$ cat src/rtl/shell_command_line_tokenizer_assert.svh
// Assertion macros shared by the tokenizer modules.
// SCLT_ASSERT checks on every clock edge outside reset.
// SCLT_ASSERT_ALWAYS checks on every clock edge, reset included.
`ifndef SHELL_COMMAND_LINE_TOKENIZER_ASSERT_SVH
`define SHELL_COMMAND_LINE_TOKENIZER_ASSERT_SVH

`ifndef SYNTHESIS
`define SCLT_ASSERT(label, prop, msg) \
    label: assert property (@(posedge clk) disable iff (!rst_n) prop) else $error(msg);
`define SCLT_ASSERT_ALWAYS(label, prop, msg) \
    label: assert property (@(posedge clk) prop) else $error(msg);
`else
`define SCLT_ASSERT(label, prop, msg)
`define SCLT_ASSERT_ALWAYS(label, prop, msg)
`endif

`endif

$ cat src/rtl/sclt_pkg.sv
`timescale 1ns / 1ps

package sclt_pkg;

    // Longest line in bytes; positions and counts stop at the cap
    localparam int MAX_LINE = 4096;
    localparam int POS_W    = 13;
    localparam logic [POS_W-1:0] POS_CAP =
        POS_W'((MAX_LINE < 8191) ? MAX_LINE : 8191);

    // Result queue sizing
    localparam int FIFO_DEPTH = 8;
    localparam int FIFO_AW    = $clog2(FIFO_DEPTH);
    localparam int FIFO_CW    = $clog2(FIFO_DEPTH + 1);

    // Byte codes
    localparam logic [7:0] CH_TAB    = 8'h09;
    localparam logic [7:0] CH_CR     = 8'h0D;
    localparam logic [7:0] CH_SPACE  = 8'h20;
    localparam logic [7:0] CH_DQUOTE = 8'h22;
    localparam logic [7:0] CH_SQUOTE = 8'h27;
    localparam logic [7:0] CH_LT     = 8'h3C;
    localparam logic [7:0] CH_GT     = 8'h3E;
    localparam logic [7:0] CH_PIPE   = 8'h7C;

    typedef enum logic [2:0] {
        K_WORD    = 3'd0,
        K_QUOTED  = 3'd1,
        K_IN      = 3'd2,
        K_OUT     = 3'd3,
        K_HEREDOC = 3'd4,
        K_APPEND  = 3'd5,
        K_PIPE    = 3'd6,
        K_END     = 3'd7
    } kind_t;

    typedef struct packed {
        logic [7:0] ch;
        logic       end_of_line;
    } in_item_t;

    typedef struct packed {
        kind_t            kind;
        logic [POS_W-1:0] start_pos;
        logic [POS_W-1:0] end_pos;
        logic [POS_W-1:0] token_count;
        logic             last;
    } result_t;

    // Up to two results from one byte; v1 only together with v0
    typedef struct packed {
        logic    v0;
        logic    v1;
        result_t r0;
        result_t r1;
    } push_t;

    function automatic logic [POS_W-1:0] sat_inc(input logic [POS_W-1:0] v);
        return (v >= POS_CAP) ? POS_CAP : v + POS_W'(1);
    endfunction

endpackage

$ cat src/rtl/sclt_lexer.sv
`timescale 1ns / 1ps

module sclt_lexer
(
    input  logic              clk,
    input  logic              rst_n,
    input  logic              accept,
    input  sclt_pkg::in_item_t item,
    output sclt_pkg::push_t   push,
    output logic              busy
);
    import sclt_pkg::*;

`include "shell_command_line_tokenizer_assert.svh"

    // Input register
    logic       in_valid_reg;
    logic [7:0] ch_reg;
    logic       eol_reg;

    // Line state
    logic             word_active_reg, word_active_next;
    logic             quote_active_reg, quote_active_next;
    logic             quote_is_double_reg, quote_is_double_next;
    logic             redirect_pending_reg, redirect_pending_next;
    logic             redirect_is_output_reg, redirect_is_output_next;
    logic [POS_W-1:0] position_reg, position_next;
    logic [POS_W-1:0] word_start_reg, word_start_next;
    logic [POS_W-1:0] quote_start_reg, quote_start_next;
    logic [POS_W-1:0] redirect_start_reg, redirect_start_next;
    logic [POS_W-1:0] tokens_seen_reg, tokens_seen_next;

    // Token emitted before the byte's own token, and the byte's own token
    logic             pre_v, main_v, handle;
    result_t          pre_r, main_r;
    logic [POS_W-1:0] pos_inc, ts_inc, ts_inc2;
    logic             is_quote, is_blank, is_redir, is_pipe;

    assign busy = in_valid_reg;

    // Capture the accepted byte
    always_ff @(posedge clk or negedge rst_n)
    begin
        if (!rst_n)
        begin
            in_valid_reg <= 1'b0;
        end
        else
        begin
            in_valid_reg <= accept;
        end
    end

    always_ff @(posedge clk)
    begin
        if (accept)
        begin
            ch_reg  <= item.ch;
            eol_reg <= item.end_of_line;
        end
    end

    // Classify the byte
    always_comb
    begin
        is_quote = (ch_reg == CH_SQUOTE) || (ch_reg == CH_DQUOTE);
        is_blank = (ch_reg == CH_SPACE) || (ch_reg inside {[CH_TAB:CH_CR]});
        is_redir = (ch_reg == CH_LT) || (ch_reg == CH_GT);
        is_pipe  = (ch_reg == CH_PIPE);
        pos_inc  = sat_inc(position_reg);
        ts_inc   = sat_inc(tokens_seen_reg);
        ts_inc2  = sat_inc(ts_inc);
    end

    // Advance the line state and form the results
    always_comb
    begin
        word_active_next        = word_active_reg;
        quote_active_next       = quote_active_reg;
        quote_is_double_next    = quote_is_double_reg;
        redirect_pending_next   = redirect_pending_reg;
        redirect_is_output_next = redirect_is_output_reg;
        position_next           = position_reg;
        word_start_next         = word_start_reg;
        quote_start_next        = quote_start_reg;
        redirect_start_next     = redirect_start_reg;
        tokens_seen_next        = tokens_seen_reg;
        pre_v  = 1'b0;
        main_v = 1'b0;
        handle = 1'b0;
        pre_r  = '0;
        main_r = '0;

        if (in_valid_reg)
        begin
            if (eol_reg)
            begin
                // Flush the pending token, then close the line
                if (quote_active_reg)
                begin
                    pre_v          = 1'b1;
                    pre_r.kind     = K_QUOTED;
                    pre_r.start_pos = quote_start_reg;
                    pre_r.end_pos  = position_reg;
                end
                else if (redirect_pending_reg)
                begin
                    pre_v          = 1'b1;
                    pre_r.kind     = redirect_is_output_reg ? K_OUT : K_IN;
                    pre_r.start_pos = redirect_start_reg;
                    pre_r.end_pos  = sat_inc(redirect_start_reg);
                end
                else if (word_active_reg)
                begin
                    pre_v          = 1'b1;
                    pre_r.kind     = K_WORD;
                    pre_r.start_pos = word_start_reg;
                    pre_r.end_pos  = position_reg;
                end
                main_v             = 1'b1;
                main_r.kind        = K_END;
                main_r.start_pos   = position_reg;
                main_r.end_pos     = position_reg;
                main_r.token_count = pre_v ? ts_inc : tokens_seen_reg;
                word_active_next        = 1'b0;
                quote_active_next       = 1'b0;
                quote_is_double_next    = 1'b0;
                redirect_pending_next   = 1'b0;
                redirect_is_output_next = 1'b0;
                position_next           = '0;
                word_start_next         = '0;
                quote_start_next        = '0;
                redirect_start_next     = '0;
            end
            else if (quote_active_reg)
            begin
                // Inside a quote only the matching quote byte matters
                if (ch_reg == (quote_is_double_reg ? CH_DQUOTE : CH_SQUOTE))
                begin
                    main_v            = 1'b1;
                    main_r.kind       = K_QUOTED;
                    main_r.start_pos  = quote_start_reg;
                    main_r.end_pos    = pos_inc;
                    quote_active_next = 1'b0;
                end
                position_next = pos_inc;
            end
            else
            begin
                handle = 1'b1;
                // Resolve a held redirect: doubled or single
                if (redirect_pending_reg)
                begin
                    redirect_pending_next = 1'b0;
                    if (ch_reg == (redirect_is_output_reg ? CH_GT : CH_LT))
                    begin
                        main_v           = 1'b1;
                        main_r.kind      = redirect_is_output_reg ? K_APPEND : K_HEREDOC;
                        main_r.start_pos = redirect_start_reg;
                        main_r.end_pos   = pos_inc;
                        handle           = 1'b0;
                    end
                    else
                    begin
                        pre_v           = 1'b1;
                        pre_r.kind      = redirect_is_output_reg ? K_OUT : K_IN;
                        pre_r.start_pos = redirect_start_reg;
                        pre_r.end_pos   = sat_inc(redirect_start_reg);
                    end
                end

                if (handle)
                begin
                    // A separator ends a pending word
                    if ((is_quote || is_blank || is_redir || is_pipe) && word_active_reg)
                    begin
                        pre_v            = 1'b1;
                        pre_r.kind       = K_WORD;
                        pre_r.start_pos  = word_start_reg;
                        pre_r.end_pos    = position_reg;
                        word_active_next = 1'b0;
                    end
                    if (is_quote)
                    begin
                        quote_active_next    = 1'b1;
                        quote_is_double_next = (ch_reg == CH_DQUOTE);
                        quote_start_next     = position_reg;
                    end
                    else if (is_redir)
                    begin
                        redirect_pending_next   = 1'b1;
                        redirect_is_output_next = (ch_reg == CH_GT);
                        redirect_start_next     = position_reg;
                    end
                    else if (is_pipe)
                    begin
                        main_v           = 1'b1;
                        main_r.kind      = K_PIPE;
                        main_r.start_pos = position_reg;
                        main_r.end_pos   = pos_inc;
                    end
                    else if (!is_blank && !word_active_reg)
                    begin
                        word_active_next = 1'b1;
                        word_start_next  = position_reg;
                    end
                end
                position_next = pos_inc;
            end

            // Count tokens; the line end clears the count
            if (eol_reg)
            begin
                tokens_seen_next = '0;
            end
            else if (pre_v && main_v)
            begin
                tokens_seen_next = ts_inc2;
            end
            else if (pre_v || main_v)
            begin
                tokens_seen_next = ts_inc;
            end
        end
    end

    // Place the results in order, last flag on the final one
    always_comb
    begin
        push.v0      = pre_v || main_v;
        push.v1      = pre_v && main_v;
        push.r0      = pre_v ? pre_r : main_r;
        push.r0.last = !(pre_v && main_v);
        push.r1      = main_r;
        push.r1.last = 1'b1;
    end

    always_ff @(posedge clk or negedge rst_n)
    begin
        if (!rst_n)
        begin
            word_active_reg        <= 1'b0;
            quote_active_reg       <= 1'b0;
            quote_is_double_reg    <= 1'b0;
            redirect_pending_reg   <= 1'b0;
            redirect_is_output_reg <= 1'b0;
            position_reg           <= '0;
            word_start_reg         <= '0;
            quote_start_reg        <= '0;
            redirect_start_reg     <= '0;
            tokens_seen_reg        <= '0;
        end
        else
        begin
            word_active_reg        <= word_active_next;
            quote_active_reg       <= quote_active_next;
            quote_is_double_reg    <= quote_is_double_next;
            redirect_pending_reg   <= redirect_pending_next;
            redirect_is_output_reg <= redirect_is_output_next;
            position_reg           <= position_next;
            word_start_reg         <= word_start_next;
            quote_start_reg        <= quote_start_next;
            redirect_start_reg     <= redirect_start_next;
            tokens_seen_reg        <= tokens_seen_next;
        end
    end

    `SCLT_ASSERT(a_second_needs_first, push.v1 |-> push.v0, "second result without first")
    `SCLT_ASSERT(a_end_is_last,
        (in_valid_reg && eol_reg) |->
            ((push.v1 && push.r1.kind == K_END) || (!push.v1 && push.r0.kind == K_END)),
        "line end descriptor not in final slot")
    `SCLT_ASSERT(a_line_cleared,
        (in_valid_reg && eol_reg) |=>
            (position_reg == '0 && tokens_seen_reg == '0 && !word_active_reg
             && !quote_active_reg && !redirect_pending_reg),
        "line state not cleared after line end")
    `SCLT_ASSERT(a_pos_capped, position_reg <= POS_CAP, "position beyond cap")

endmodule

$ cat src/rtl/sclt_out_queue.sv
`timescale 1ns / 1ps

module sclt_out_queue
(
    input  logic                      clk,
    input  logic                      rst_n,
    input  sclt_pkg::push_t           push,
    output logic [sclt_pkg::FIFO_CW-1:0] count,
    output logic                      m_valid,
    input  logic                      m_ready,
    output sclt_pkg::result_t         m_item
);
    import sclt_pkg::*;

`include "shell_command_line_tokenizer_assert.svh"

    result_t              mem_reg [FIFO_DEPTH];
    logic [FIFO_AW-1:0]   wr_ptr_reg, wr_ptr_next;
    logic [FIFO_AW-1:0]   rd_ptr_reg, rd_ptr_next;
    logic [FIFO_CW-1:0]   count_reg, count_next;
    logic                 pop;
    logic [FIFO_CW-1:0]   n_push;

    assign m_valid = (count_reg != '0);
    assign m_item  = mem_reg[rd_ptr_reg];
    assign count   = count_reg;
    assign pop     = m_valid && m_ready;

    // Advance pointers and fill level
    always_comb
    begin
        n_push      = FIFO_CW'(push.v0) + FIFO_CW'(push.v1);
        wr_ptr_next = wr_ptr_reg + FIFO_AW'(n_push);
        rd_ptr_next = rd_ptr_reg + FIFO_AW'(pop);
        count_next  = count_reg + n_push - FIFO_CW'(pop);
    end

    // Store results in arrival order
    always_ff @(posedge clk)
    begin
        if (push.v0)
        begin
            mem_reg[wr_ptr_reg] <= push.r0;
        end
        if (push.v1)
        begin
            mem_reg[wr_ptr_reg + FIFO_AW'(1)] <= push.r1;
        end
    end

    always_ff @(posedge clk or negedge rst_n)
    begin
        if (!rst_n)
        begin
            wr_ptr_reg <= '0;
            rd_ptr_reg <= '0;
            count_reg  <= '0;
        end
        else
        begin
            wr_ptr_reg <= wr_ptr_next;
            rd_ptr_reg <= rd_ptr_next;
            count_reg  <= count_next;
        end
    end

    `SCLT_ASSERT(a_room_on_push, push.v0 |-> (count_reg <= FIFO_CW'(FIFO_DEPTH - 2)),
        "result queue overflow")
    `SCLT_ASSERT(a_pop_only,
        (pop && !push.v0) |=> (count_reg == $past(count_reg) - FIFO_CW'(1)),
        "fill level wrong after drain")
    `SCLT_ASSERT(a_ptr_gap,
        (count_reg < FIFO_CW'(FIFO_DEPTH)) |->
            (FIFO_AW'(wr_ptr_reg - rd_ptr_reg) == FIFO_AW'(count_reg)),
        "pointers disagree with fill level")

endmodule

$ cat src/rtl/shell_command_line_tokenizer.sv
`timescale 1ns / 1ps
// Channel  Dir  Fields (tdata from bit 0 up)                           tlast
// s_axis   in   tdata[7:0] ch                                           end_of_line
// m_axis   out  tdata[2:0] kind, [15:3] start_pos, [28:16] end_pos,     last
//               [41:29] token_count, [47:42] zero
//
// One byte is taken per cycle while s_tready is high; each byte yields zero, one
// or two descriptors, and one descriptor leaves per cycle while m_tready is high.
// The limit is the output channel: a byte producing two descriptors takes two
// output transfers, drained from an eight-entry result queue.
// s_tready drops when the queue cannot take the worst case of two descriptors
// for the byte in flight and for a new byte, so a stalled master stalls input.
// rst_n clears the line state and empties the queue; no clearing pass.

module shell_command_line_tokenizer
(
    input  logic        clk,
    input  logic        rst_n,
    input  logic        s_tvalid,
    output logic        s_tready,
    input  logic [7:0]  s_tdata,   // [7:0] ch
    input  logic        s_tlast,   // end_of_line
    output logic        m_tvalid,
    input  logic        m_tready,
    output logic [47:0] m_tdata,   // [2:0] kind, [15:3] start_pos, [28:16] end_pos,
                                   // [41:29] token_count, [47:42] zero
    output logic        m_tlast    // last
);
    import sclt_pkg::*;

    in_item_t           item;
    push_t              push;
    result_t            res;
    logic               accept;
    logic               busy;
    logic [FIFO_CW-1:0] count;
    logic [FIFO_CW:0]   reserved;

    // Accept while the queue has room for everything in flight
    assign reserved = {1'b0, count} + (busy ? (FIFO_CW+1)'(2) : '0);
    assign s_tready = (reserved <= (FIFO_CW+1)'(FIFO_DEPTH - 2));
    assign accept   = s_tvalid && s_tready;

    assign item.ch          = s_tdata;
    assign item.end_of_line = s_tlast;

    sclt_lexer u_lexer
    (
        .clk    (clk),
        .rst_n  (rst_n),
        .accept (accept),
        .item   (item),
        .push   (push),
        .busy   (busy)
    );

    sclt_out_queue u_queue
    (
        .clk     (clk),
        .rst_n   (rst_n),
        .push    (push),
        .count   (count),
        .m_valid (m_tvalid),
        .m_ready (m_tready),
        .m_item  (res)
    );

    // Pack the descriptor
    assign m_tdata = {6'd0, res.token_count, res.end_pos, res.start_pos, res.kind};
    assign m_tlast = res.last;

endmodule

$ cat config.mk
export PLATFORM = sky130hd
export DESIGN_NAME = shell_command_line_tokenizer
export DESIGN_NICKNAME = d
export VERILOG_FILES = /design/src/rtl/sclt_pkg.sv /design/src/rtl/sclt_lexer.sv /design/src/rtl/sclt_out_queue.sv /design/src/rtl/shell_command_line_tokenizer.sv
export VERILOG_INCLUDE_DIRS = /design/src /design/src/rtl
export SDC_FILE = /design/constraint.sdc
export NUM_CORES = 1
export LEC_CHECK = 0
export BUFFER_PORTS_ARGS = -buffer_cell sky130_fd_sc_hd__buf_2
export CORE_ASPECT_RATIO = 1.75
export CORE_UTILIZATION = 63
export DETAILED_ROUTE_END_ITERATION = 12
export GPL_TIMING_DRIVEN = 0
export PLACE_DENSITY = 0.86
export SLEW_MARGIN = 20
export SYNTH_ARGS = -nofsm -noshare
export SYNTH_HDL_FRONTEND = slang
export SYNTH_HIERARCHICAL = 1
export SYNTH_SLANG_ARGS = --single-unit
$ cat constraint.sdc
create_clock -name clk -period 7.9 [get_ports clk]
set_input_delay 0.395 -clock clk [delete_from_list [all_inputs] [get_ports clk]]
set_output_delay 0.395 -clock clk [all_outputs]
set_load 0.02 [all_outputs]
==> impl_metrics.env <==
export IMPL_cts_tree="built"
export IMPL_htreeDepth=2
export IMPL_synth_cells=1848
export IMPL_insertion_delay_ps=560
export IMPL_cap_violations=0
export IMPL_postCtsSetupRepairBufs=0
export IMPL_cp_arrival_ps=5950
export IMPL_clock_path_buffers=3
export IMPL_fin_skew_ps=25.13
export IMPL_global_route_usage_met2_pct=67.32
export IMPL_final_common_cell="mux2_2"
export IMPL_critPathCaptureType="register"
export IMPL_crit_type="register to register"
export IMPL_die_area_um2=39790
export IMPL_numCtsBuffers=40
export IMPL_vdd_drop_max_mv=0.1998
export IMPL_maxSlewViolCount=0
export IMPL_synth_top_area_share_pct=43.18
export IMPL_setup_viol=0
export IMPL_grt_max_degree=53
export IMPL_mostFrequentLayoutCells="mux2_2, edfxtp_1, nor2_1, buf_2, mux4_2"
export IMPL_chipHeight_um=263.1
export IMPL_synth_area_um2=24550
export IMPL_layout_drive_gt1_share_pct=35.36
export IMPL_use_met3_pct=6.690
export IMPL_drt_iter0_drc=2122
export IMPL_rsz0062_at_grt="no"
export IMPL_grt_overflow=0
export IMPL_met1_usage_pct=45.46
export IMPL_synth_edf_count=353
export IMPL_antenna_found_initial=0
export IMPL_hold_ws_ps=25.77
export IMPL_r2r_start="u_lexer/ch_reg[0]"
export IMPL_die_x_um=151.2
export IMPL_startpoint="u_lexer/ch_reg[0]"
export IMPL_relSlewSlack_pct=22.84
export IMPL_num_io_pins=64
export IMPL_yosys_top_cells_area="edfxtp_1, mux2_2, dfrtp_1"
export IMPL_dpl_hpwl_mm=54.45
export IMPL_hp_class="input port to register"
export IMPL_synth_top_area_cell="edfxtp_1"
export IMPL_clkTransAtPathRegs_ps=60
export IMPL_syn_area_per_cell_um2=13.28
export IMPL_numPortBuffers=57
export IMPL_multiInputGateArea_um2=11170
export IMPL_largest_reg_flops=344
export IMPL_power_density_nw_per_um2=293.7
export IMPL_nFillCells=2454
export IMPL_core_um2=38390
export IMPL_outcome="finished clean"
export IMPL_seq_area_um2=12630
export IMPL_fin_tns_setup_ps=0
export IMPL_wire_per_inst_um=31.40
export IMPL_final_nets=2013
export IMPL_vias_per_cell=7.158
export IMPL_setup_worst_path_start_class="register"
export IMPL_route_detailed_drc=0
export IMPL_fmax_mhz=175.7
export IMPL_synth_flop_cell="edfxtp_1"
export IMPL_hold_viol=0
export IMPL_gr_usage_all_layers_pct=40.54
export IMPL_ys_types=79
export IMPL_hold_path_startpoint="s_tdata[3]"
export IMPL_syn2layout_area_growth_pct=11.63
export IMPL_post_cts_resized=0
export IMPL_grt_pass1_wl_mm=116.6
export IMPL_ys_async_sr_fraction_pct=18.66
export IMPL_root_buffer="clkbuf_16"
export IMPL_cts_hold_buf=1
export IMPL_clock_sinks=434
export IMPL_worst_path_max_fanout=18
export IMPL_routed_wl_mm=78.27
export IMPL_period_share_pct=72.05
export IMPL_drt_pre_antenna_iters=6
export IMPL_power_leakage_nw=10.14
export IMPL_synth_seq_cells=434
export IMPL_grt_pass1_vias=18735
export IMPL_min_period_ps=5692
export IMPL_place_congestion=1.029
export IMPL_rows=95
export IMPL_antenna_left=0
export IMPL_busiest_layer="met2"
export IMPL_vias=17846
export IMPL_yosysSeqAreaShare_pct=51.44
export IMPL_crit_required_ps=8160
export IMPL_ys_warn_count=6
export IMPL_antenna_cells=0
export IMPL_start_util_pct=63.93
export IMPL_worst_pin_slew_ps=1154
[synthesized netlist by cell type, drive strengths merged, types with 44 or more instances]
cell,instances
dfrtp,81
nand2,71
clkbuf,68
mux2,391
a21oi,66
nor2,110
mux4,86
inv,55
buf,78
edfxtp,353
mux2i,44
o21ai,84
[cell type report]
type | instances | area share, %
Clock buffer | 55 | 4.041
Tap cell | 485 | 2.215
Sequential cell | 434 | 46.08
Clock inverter | 15 | 0.5571
Timing Repair Buffer | 85 | 3.055
Multi-Input combinational cell | 1217 | 40.76
Inverter | 56 | 0.7671
Buffer | 146 | 2.521
[cell families after synthesis]
logic type,after synthesis,share of synthesized area (%)
fa+ha+maj,20,1.081
flops,434,51.44
other cells,2,0.03060
simple gates,344,6.999
buf+inv,202,3.670
xor+xnor,37,1.427
mux,521,27.62
compound gates,288,7.728
[per-stage QoR]
stage	utilization [%]	instances	power, W	area, um2	worst slack [ps]
final	71.37	2493	0.008048	27400	2208
after CTS	71.37	2493	0.008001	27400	2602
after global placement	66.31	2395	0.005889	25460	-2408
after global routing	71.37	2493	0.008287	27400	2125
after floorplan	-	1853	0.005000	24560	2041
after detailed placement	68.06	2422	0.006073	26130	2622
[worst max-delay path, stage by stage (launching register included)]
cell and delay (ps):
edfxtp_1 490, or3b_4 450, a2111oi_4 950, nor2_2 140, a221oi_4 720, buf_6 240, nand2_1 200, inv_1 270
nand2_1 170, nor3_4 390, buf_2 470, o21bai_4 410, buf_16 250, buf_12 200
[power by group]
part / switching, W / internal [W]
clock network: 0.000870 / 0.00105
registers: 0.0000980 / 0.00276
logic: 0.00198 / 0.00128
[layer usage]
metal | share of wire [%] | routed length, um
met1 | 33 | 25600
met2 | 50 | 39290
met3 | 8.2 | 6450
met4 | 8.9 | 6934
met5 | 0 | 0
[final timing paths]
path | to | slack (ps) | depth (start not counted)
max | u_queue/mem_reg[3][17] | 2210 | 13
min | u_lexer/ch_reg[3] | 30 | 1
max reg2reg | u_queue/mem_reg[3][17] | 2210 | 13
min reg2reg | u_lexer/quote_is_double_reg | 520 | 2
max in group asynchronous | u_queue/wr_ptr_reg[0] | 6880 | 3
min in group asynchronous | u_lexer/position_reg[3] | 370 | 2
No activity file was read; power rests on OpenSTA's default activity.
